[src/fbpa_pkg.sv]
// Shared definitions for the fixed block pool allocator.
// Field widths, status codes, register indexes and parameter defaults.
// No dependencies.
package fbpa_pkg;

    localparam int MAX_BLOCKS_DEF   = 64;
    localparam int HEADER_BYTES_DEF = 8;
    localparam int ALIGN_MASK_DEF   = 7;

    localparam int MODE_W     = 1;
    localparam int IN_INDEX_W = 6;
    localparam int STATUS_W   = 2;
    localparam int GRANT_W    = 6;
    localparam int OFFSET_W   = 22;
    localparam int COUNT_W    = 7;
    localparam int SIZE_W     = 16;
    localparam int STRIDE_W   = 17;

    // The block count register cannot hold more than this many blocks.
    localparam int COUNT_LIMIT = (1 << COUNT_W) - 1;

    localparam int BLOCK_COUNT_RESET = 64;
    localparam int PAYLOAD_LEN_RESET = 64;

    localparam int CFG_INDEX_W = 2;
    localparam int CFG_DATA_W  = 16;

    localparam logic [CFG_INDEX_W-1:0] REG_BLOCK_COUNT = 2'd0;
    localparam logic [CFG_INDEX_W-1:0] REG_PAYLOAD_LEN = 2'd1;

    localparam logic [MODE_W-1:0] MODE_ALLOC = 1'b0;
    localparam logic [MODE_W-1:0] MODE_FREE  = 1'b1;

    typedef enum logic [STATUS_W-1:0] {
        ST_OK        = 2'd0,
        ST_EMPTY     = 2'd1,
        ST_NOT_ALLOC = 2'd2,
        ST_RANGE     = 2'd3
    } t_status;

endpackage

[src/fbpa_find_free.sv]
// Find-first-free encoder for the fixed block pool allocator.
// Takes a mask of free, eligible blocks and returns the lowest one.
// No package dependencies.
module fbpa_find_free #(
    parameter int DEPTH = 64,
    parameter int IDX_W = 6
) (
    input  logic [DEPTH-1:0] i_free,
    output logic             o_found,
    output logic [IDX_W-1:0] o_index
);

    logic [DEPTH-1:0] lowest;

    // Isolate the lowest set bit, then encode it with an OR per index bit.
    assign lowest  = i_free & (~i_free + DEPTH'(1));
    assign o_found = |i_free;

    always_comb begin
        o_index = '0;
        for (int i = 0; i < DEPTH; i++) begin
            o_index = o_index | ({IDX_W{lowest[i]}} & IDX_W'(i));
        end
    end

endmodule

[src/fixed_block_pool_allocator_unit.sv]
// Top level of the fixed block pool allocator.
// Uses fbpa_pkg for widths and codes and fbpa_find_free for the search.
//
// Usage:
//   Input channel (i_in_valid / o_in_ready) carries a request item: i_mode
//   selects allocate or free, i_block_index names the block to free.
//   Output channel (o_out_valid / i_out_ready) returns one result item per
//   request: status, granted index, payload byte offset and free count.
//   Configuration channel (i_cfg_valid / o_cfg_ready) writes the block count
//   (index 0, clears the pool) or the payload length (index 1). It is always
//   ready; the user writes only with no request in flight (not enforced).
// Timing:
//   A request is registered on acceptance and its result is registered once
//   the output can advance. One item per cycle is sustained while the receiver
//   does not stall; the used-map search and the index-times-stride multiply
//   sit between the input register and the result register.
// Reset and stall:
//   Synchronous active-low reset frees every block, sets the block count and
//   payload length to 64 and empties both registers. While the receiver
//   stalls, the result holds and one further request can wait in the input
//   register.
module fixed_block_pool_allocator_unit #(
    parameter int MAX_BLOCKS   = fbpa_pkg::MAX_BLOCKS_DEF,
    parameter int HEADER_BYTES = fbpa_pkg::HEADER_BYTES_DEF,
    parameter int ALIGN_MASK   = fbpa_pkg::ALIGN_MASK_DEF
) (
    input  logic                               i_clk,
    input  logic                               i_rst_n,

    input  logic                               i_in_valid,
    output logic                               o_in_ready,
    input  logic [fbpa_pkg::MODE_W-1:0]        i_mode,
    input  logic [fbpa_pkg::IN_INDEX_W-1:0]    i_block_index,

    output logic                               o_out_valid,
    input  logic                               i_out_ready,
    output logic [fbpa_pkg::STATUS_W-1:0]      o_status,
    output logic [fbpa_pkg::GRANT_W-1:0]       o_granted_index,
    output logic [fbpa_pkg::OFFSET_W-1:0]      o_payload_offset,
    output logic [fbpa_pkg::COUNT_W-1:0]       o_free_count,

    input  logic                               i_cfg_valid,
    output logic                               o_cfg_ready,
    input  logic [fbpa_pkg::CFG_INDEX_W-1:0]   i_cfg_index,
    input  logic [fbpa_pkg::CFG_DATA_W-1:0]    i_cfg_data
);

    localparam int CW = fbpa_pkg::COUNT_W;
    localparam int SW = fbpa_pkg::STRIDE_W;
    localparam int OW = fbpa_pkg::OFFSET_W;
    // Blocks beyond what the count register can name are never reachable.
    localparam int DEPTH = (MAX_BLOCKS < fbpa_pkg::COUNT_LIMIT) ?
                           MAX_BLOCKS : fbpa_pkg::COUNT_LIMIT;
    localparam int IDX_W = (DEPTH > 1) ? $clog2(DEPTH) : 1;
    localparam int PROD_RAW = IDX_W + SW + 1;
    localparam int PROD_W = (PROD_RAW > OW) ? PROD_RAW : OW;
    localparam int COUNT_RESET = (fbpa_pkg::BLOCK_COUNT_RESET < MAX_BLOCKS) ?
                                 fbpa_pkg::BLOCK_COUNT_RESET : MAX_BLOCKS;
    localparam int STRIDE_RESET = (fbpa_pkg::PAYLOAD_LEN_RESET + HEADER_BYTES +
                                   ALIGN_MASK) & ~ALIGN_MASK;

    logic                                  r_in_valid;
    logic [fbpa_pkg::MODE_W-1:0]           r_in_mode;
    logic [fbpa_pkg::IN_INDEX_W-1:0]       r_in_index;

    logic                                  r_out_valid;
    fbpa_pkg::t_status                     r_status;
    logic [fbpa_pkg::GRANT_W-1:0]          r_granted;
    logic [OW-1:0]                         r_offset;
    logic [CW-1:0]                         r_free;

    logic [DEPTH-1:0]                      r_map;
    logic [CW-1:0]                         r_used_count;
    logic [CW-1:0]                         r_block_count;
    logic [SW-1:0]                         r_stride;

    fbpa_pkg::t_status                     n_status;
    logic [fbpa_pkg::GRANT_W-1:0]          n_granted;
    logic [OW-1:0]                         n_offset;
    logic [CW-1:0]                         n_free;
    logic [DEPTH-1:0]                      n_map;
    logic [CW-1:0]                         n_used_count;
    logic [CW-1:0]                         n_block_count;
    logic [SW-1:0]                         n_stride;

    logic                                  advance;
    logic                                  in_fire;
    logic                                  work;
    logic                                  cfg_fire;
    logic [DEPTH-1:0]                      free_mask;
    logic                                  found;
    logic [IDX_W-1:0]                      found_index;
    logic [IDX_W-1:0]                      map_idx;
    logic [PROD_W-1:0]                     product;
    logic [fbpa_pkg::SIZE_W-1:0]           size_val;

    assign advance     = !r_out_valid || i_out_ready;
    assign o_in_ready  = !r_in_valid || advance;
    assign in_fire     = i_in_valid && o_in_ready;
    assign work        = r_in_valid && advance;
    assign o_cfg_ready = 1'b1;
    assign cfg_fire    = i_cfg_valid && o_cfg_ready;

    always_comb begin
        for (int i = 0; i < DEPTH; i++) begin
            free_mask[i] = !r_map[i] && (32'(i) < 32'(r_block_count));
        end
    end

    fbpa_find_free #(
        .DEPTH (DEPTH),
        .IDX_W (IDX_W)
    ) u_find_free (
        .i_free  (free_mask),
        .o_found (found),
        .o_index (found_index)
    );

    assign map_idx = IDX_W'(r_in_index);
    assign product = PROD_W'(found_index) * PROD_W'(r_stride) + PROD_W'(HEADER_BYTES);

    // Request processing: one item per cycle, unless the output stalls, against the current used map.
    always_comb begin
        n_status     = fbpa_pkg::ST_OK;
        n_granted    = '0;
        n_offset     = '0;
        n_map        = r_map;
        n_used_count = r_used_count;
        if (r_in_mode == fbpa_pkg::MODE_ALLOC) begin
            if (found) begin
                n_map[found_index] = 1'b1;
                n_used_count       = r_used_count + CW'(1);
                n_granted          = fbpa_pkg::GRANT_W'(found_index);
                n_offset           = product[OW-1:0];
            end else begin
                n_status = fbpa_pkg::ST_EMPTY;
            end
        end else begin
            if ((32'(r_in_index) >= 32'(r_block_count)) ||
                (32'(r_in_index) >= 32'(DEPTH))) begin
                n_status = fbpa_pkg::ST_RANGE;
            end else if (!r_map[map_idx]) begin
                n_status = fbpa_pkg::ST_NOT_ALLOC;
            end else begin
                n_map[map_idx] = 1'b0;
                if (r_used_count != '0) begin
                    n_used_count = r_used_count - CW'(1);
                end
            end
        end
        n_free = r_block_count - n_used_count;
    end

    // Configuration values with zero and overrange corrections.
    always_comb begin
        n_block_count = i_cfg_data[CW-1:0];
        if (n_block_count == '0) begin
            n_block_count = CW'(1);
        end
        if (32'(n_block_count) > 32'(MAX_BLOCKS)) begin
            n_block_count = CW'(MAX_BLOCKS);
        end
        size_val = i_cfg_data[fbpa_pkg::SIZE_W-1:0];
        if (size_val == '0) begin
            size_val = fbpa_pkg::SIZE_W'(1);
        end
        n_stride = (SW'(size_val) + SW'(HEADER_BYTES) + SW'(ALIGN_MASK)) & ~SW'(ALIGN_MASK);
    end

    always_ff @(posedge i_clk) begin
        if (!i_rst_n) begin
            r_in_valid    <= 1'b0;
            r_out_valid   <= 1'b0;
            r_map         <= '0;
            r_used_count  <= '0;
            r_block_count <= CW'(COUNT_RESET);
            r_stride      <= SW'(STRIDE_RESET);
        end else begin
            if (in_fire) begin
                r_in_valid <= 1'b1;
                r_in_mode  <= i_mode;
                r_in_index <= i_block_index;
            end else if (work) begin
                r_in_valid <= 1'b0;
            end

            if (work) begin
                r_out_valid  <= 1'b1;
                r_status     <= n_status;
                r_granted    <= n_granted;
                r_offset     <= n_offset;
                r_free       <= n_free;
                r_map        <= n_map;
                r_used_count <= n_used_count;
            end else if (i_out_ready) begin
                r_out_valid <= 1'b0;
            end

            // The user must write only while the block is idle; the block does not enforce this.
            if (cfg_fire) begin
                if (i_cfg_index == fbpa_pkg::REG_BLOCK_COUNT) begin
                    r_block_count <= n_block_count;
                    r_map         <= '0;
                    r_used_count  <= '0;
                end else if (i_cfg_index == fbpa_pkg::REG_PAYLOAD_LEN) begin
                    r_stride <= n_stride;
                end
            end
        end
    end

    assign o_out_valid      = r_out_valid;
    assign o_status         = r_status;
    assign o_granted_index  = r_granted;
    assign o_payload_offset = r_offset;
    assign o_free_count     = r_free;

    // The used count can never pass the number of blocks in the pool.
    a_used_bound: assert property (@(posedge i_clk) disable iff (!i_rst_n)
        r_used_count <= r_block_count)
        else $error("used count exceeds block count");

    a_count_range: assert property (@(posedge i_clk) disable iff (!i_rst_n)
        (r_block_count != '0) && (32'(r_block_count) <= 32'(MAX_BLOCKS)))
        else $error("block count out of range");

    // An empty-pool result must come with no free blocks reported.
    a_empty_free: assert property (@(posedge i_clk) disable iff (!i_rst_n)
        (r_out_valid && (r_status == fbpa_pkg::ST_EMPTY)) |-> (r_free == '0))
        else $error("pool empty reported with free blocks left");

    a_fail_zero: assert property (@(posedge i_clk) disable iff (!i_rst_n)
        (r_out_valid && (r_status != fbpa_pkg::ST_OK)) |->
        ((r_granted == '0) && (r_offset == '0)))
        else $error("failed item carries a grant");

    // Input back-pressure only while a result is stuck at the output.
    a_ready_stall: assert property (@(posedge i_clk) disable iff (!i_rst_n)
        !o_in_ready |-> (r_out_valid && !i_out_ready))
        else $error("input stalled without an output stall");

endmodule

[config.mk]
export PLATFORM = sky130hd
export DESIGN_NAME = fixed_block_pool_allocator_unit
export DESIGN_NICKNAME = d
export VERILOG_FILES = /design/src/fbpa_pkg.sv /design/src/fbpa_find_free.sv /design/src/fixed_block_pool_allocator_unit.sv
export SDC_FILE = /design/constraint.sdc
export NUM_CORES = 1
export LEC_CHECK = 0
export BUFFER_PORTS_ARGS = -buffer_cell sky130_fd_sc_hd__buf_4
export CORE_UTILIZATION = 50
export CTS_CLUSTER_SIZE = 14
export DETAILED_ROUTE_END_ITERATION = 16
export GPL_ROUTABILITY_DRIVEN = 0
export GPL_TIMING_DRIVEN = 0
export PLACE_DENSITY = 0.66
export RECOVER_POWER = 100
export SYNTH_ARGS = -nofsm -noshare
export SYNTH_HDL_FRONTEND = slang
export SYNTH_HIERARCHICAL = 1
export SYNTH_SLANG_ARGS = --single-unit
[constraint.sdc]
create_clock -name i_clk -period 25 [get_ports i_clk]
set_input_delay 1.25 -clock i_clk [delete_from_list [all_inputs] [get_ports i_clk]]
set_output_delay 1.25 -clock i_clk [all_outputs]
set_load 0.1 [all_outputs]
==> impl_metrics.csv <==
group,metric,value,unit
outcome,status,"finished, violations left",
outcome,violations,"max-capacitance violations, max-slew violations",
global_route,gr-total-overflow,0,
global_route,grt_pass1_vias,11041,
timing,finalCriticalPeriod,10960,ps
synth,synthXorXnorAreaFrac,3.97,%
detailed_routing,ant_nets,0,
power_and_ir_drop,vdd_drop_max,39.8,uV
timing,setup_violations,0,
synth,synth_cell_type_count,92,
worst_setup_path,crit_path_max_fanout,10,
die,core-area,0.0228,mm2
clock_tree,postCtsSetupRepairBufs,0,
timing,worst_pin_slew,1820,ps
detailed_routing,dr.pass1.iters,8,
synth,ys_warn_count,6,
worst_setup_path,required,25200,ps
clock_tree,clockBufferDepth,2,
worst_setup_path,cp_data_arrival_time,11170,ps
synth,ys_async_sr_fraction,0,%
layout,final_core_util,57.2,%
clock_tree,cts-htree-levels,4,
synth,syn_avg_cell_area,8.17,um2
synth,syn-cell-area,0.0117,mm2
global_route,grt_pass1_wl,60.2,mm
placement,hpwl,29.5,mm
synth,synthSimpleGateAreaFrac,25.7,%
detailed_routing,drt_iter0_markers,1215,
worst_setup_path,slowest_delay,1040,ps
worst_setup_path,critical-path-slowest-cell,"nor4_1",
die,rows,55,
global_route,grt_antenna_before_repair,0,
power_and_ir_drop,leakagePower,4.84,nW
die,io_pins,70,
clock_tree,cts-root-buf,"clkbuf_16",
detailed_routing,wire_per_inst,20.8,um
power_and_ir_drop,powerDensity,46.0,mW/mm2
power_and_ir_drop,power,0.599,mW
worst_setup_path,crit_path_end_kind,"register",
synth,synth_top_family_by_area,"simple AND/OR/NAND/NOR gates",
placement,dpl_cell_area,0.0126,mm2
worst_setup_path,crit_type,"register to register",
global_route,grt_usage,32.5,%
min_path,worstHoldPathType,"register to register",
die,die_area,0.0240,mm2
synth,postSynthCellCount,1433,
worst_setup_path,start_kind,"register",
clock_tree,cts_made_buffers,17,
timing,drv_slew,43,
clock_tree,cts.repair.resized,0,
clock_tree,clk_latency,450,ps
layout,drive_above_1_share,6.65,%
die,start_util,51.4,%
worst_setup_path,cp_common_cell,"clkbuf_1",
timing,setup_tns,0,ps
synth,seq_area_frac_synth,26.6,%
timing,max_slew_margin,-21.6,%
detailed_routing,drc,0,
synth,synth_edf_count,41,
timing,final_hold_viol_count,0,
timing,rsz0062_at_grt,"false",
detailed_routing,routed_via_density,6.27,
clock_tree,cts_hold_buf,0,
synth,muxShareOfSynthArea,2.31,%
layout,syn_to_final_growth,11.4,%
global_route,grt_max_degree,33,
clock_tree,tritoncts,"done",
timing,max_freq,0.0912,GHz
synth,synthFlopType,"dfxtp_1",
synth,synth-compound-area-share,22.3,%
die,die_y,155,um
detailed_routing,vias,11577,
flow_run,maxCapViolCount,3,
clock_tree,clock-sinks,135,
timing,period_share,43.9,%
synth,synth_fa_ha_area_share,13.0,%
detailed_routing,wl,38.4,mm
synth,ys_seq_elements,135,
layout,design_area,0.0130,mm2
timing,fin_worst_skew,14.8,ps
placement,io_buffers,65,
layout,fin_nets,1642,
die,dieWidth,155,um
layout,diodes,0,
clock_tree,cts.reportedPaths.clkPinSlew,70,ps
## worst max-delay path: cells and delay by family (launching register included)
family | cells | cell delay, ps
XOR/XNOR | 1 | 120
AO/OA/AOI/OAI | 6 | 1420
buffers and inverters | 7 | 1700
flip-flops | 1 | 320
AND/OR/NAND/NOR | 11 | 5290
adder cells (fa/ha/maj) | 4 | 1850
## worst paths after layout
path | start | end | slack [ps] | cells past startpoint
max | r_block_count[3] | o_payload_offset[20] | 14040 | 29
max reg2reg | r_block_count[3] | o_payload_offset[20] | 14040 | 29
min reg2reg | r_in_valid | o_out_valid | 530 | 2
min | r_in_valid | o_out_valid | 530 | 2
## sequential cells by signal, summed over array words and instances (netlist names)
| name | flops |
|---|---|
| r_map | 64 |
| o_payload_offset | 19 |
| r_stride | 14 |
| o_free_count | 7 |
| r_block_count | 7 |
| r_used_count | 7 |
| map_idx | 6 |
| o_granted_index | 6 |
| o_status | 2 |
| o_out_valid | 1 |
| r_in_mode | 1 |
| r_in_valid | 1 |
## through the flow
step	std cells	worst slack [ps]	hold WS [ps]
2_1_floorplan	1435	16900	477
3_3_place_gp	1813	15140	514
3_5_place_dp	1814	15110	519
4_1_cts	1846	15080	529
5_1_grt	1846	13360	559
6_report	1846	14040	534
## cell usage in the layout (no fill, tap or decap), drive strengths merged, types with 5 or more instances in the layout
cell / instances
a211oi: 38
a21o: 10
a21oi: 161
a311oi: 47
a31oi: 14
a41oi: 5
and2: 90
and3: 16
buf: 34
clkbuf: 131
clkinv: 7
dfxtp: 94
edfxtp: 41
fa: 49
ha: 43
inv: 98
mux2i: 9
mux4: 6
nand2: 92
nand2b: 17
nand3: 30
nand3b: 5
nand4: 15
nor2: 140
nor2b: 13
nor3: 49
nor3b: 13
nor4: 32
o211a: 5
o211ai: 9
o21ai: 51
o21bai: 7
o311ai: 5
o31ai: 5
or2: 6
or3: 14
or4: 8
xnor2: 31
xor2: 22
## synthesized netlist by cell type, drive strengths merged, types with 15 or more instances
| cell | number | area [um2] |
|---|---|---|
| and3 | 16 | 100 |
| edfxtp | 41 | 1230 |
| nor2 | 140 | 526 |
| dfxtp | 94 | 1880 |
| inv | 93 | 349 |
| buf | 20 | 140 |
| nand2b | 17 | 109 |
| xnor2 | 31 | 272 |
| nand3 | 30 | 155 |
| nand4 | 15 | 93.8 |
| and2 | 90 | 564 |
| o21ai | 51 | 255 |
| nor4 | 32 | 285 |
| fa | 49 | 981 |
| a311oi | 47 | 412 |
| a211oi | 38 | 285 |
| nor3 | 49 | 250 |
| xor2 | 22 | 193 |
| ha | 43 | 538 |
| clkbuf | 57 | 214 |
| a21oi | 161 | 806 |
| nand2 | 92 | 348 |
## where the power goes
group | leakage, nW | switching (mW) | internal [mW] | total (mW)
Sequential | 1.13 | 0.00390 | 0.231 | 0.235
Clock | 0.314 | 0.112 | 0.167 | 0.278
Combinational | 3.39 | 0.0638 | 0.0229 | 0.0866
## cell type report
type                            count  area, um2
Tap cell                          313        392
Clock inverter                     10        130
Inverter                           97        364
Buffer                             77        345
Sequential cell                   135       3110
Clock buffer                       22        507
Timing Repair Buffer               66        338
Fill cell                        2202       9740
Multi-Input combinational cell   1126       7850
## logic make-up (layout without fill, tap and decap cells)
family                     count (synthesis)  count (layout)
DFF                                      135             135
buffers and inverters                    174             272
and+or+nand+nor                          557             557
other                                      2               4
xor gates and xnor gates                  53              53
adders and majority gates                 92              92
AOI/OAI and AO/OA                        401             401
muxes                                     19              19
## layer usage
metal  GRT usage [%]  wire length (um)  vias up
li1                -                 -     5393
met1            40.7             15100     5449
met2            53.3             17700      590
met3            5.26              3480      145
met4            18.3              2080        0
met5               0                 0        -
No activity file was read; power rests on OpenSTA's default activity.
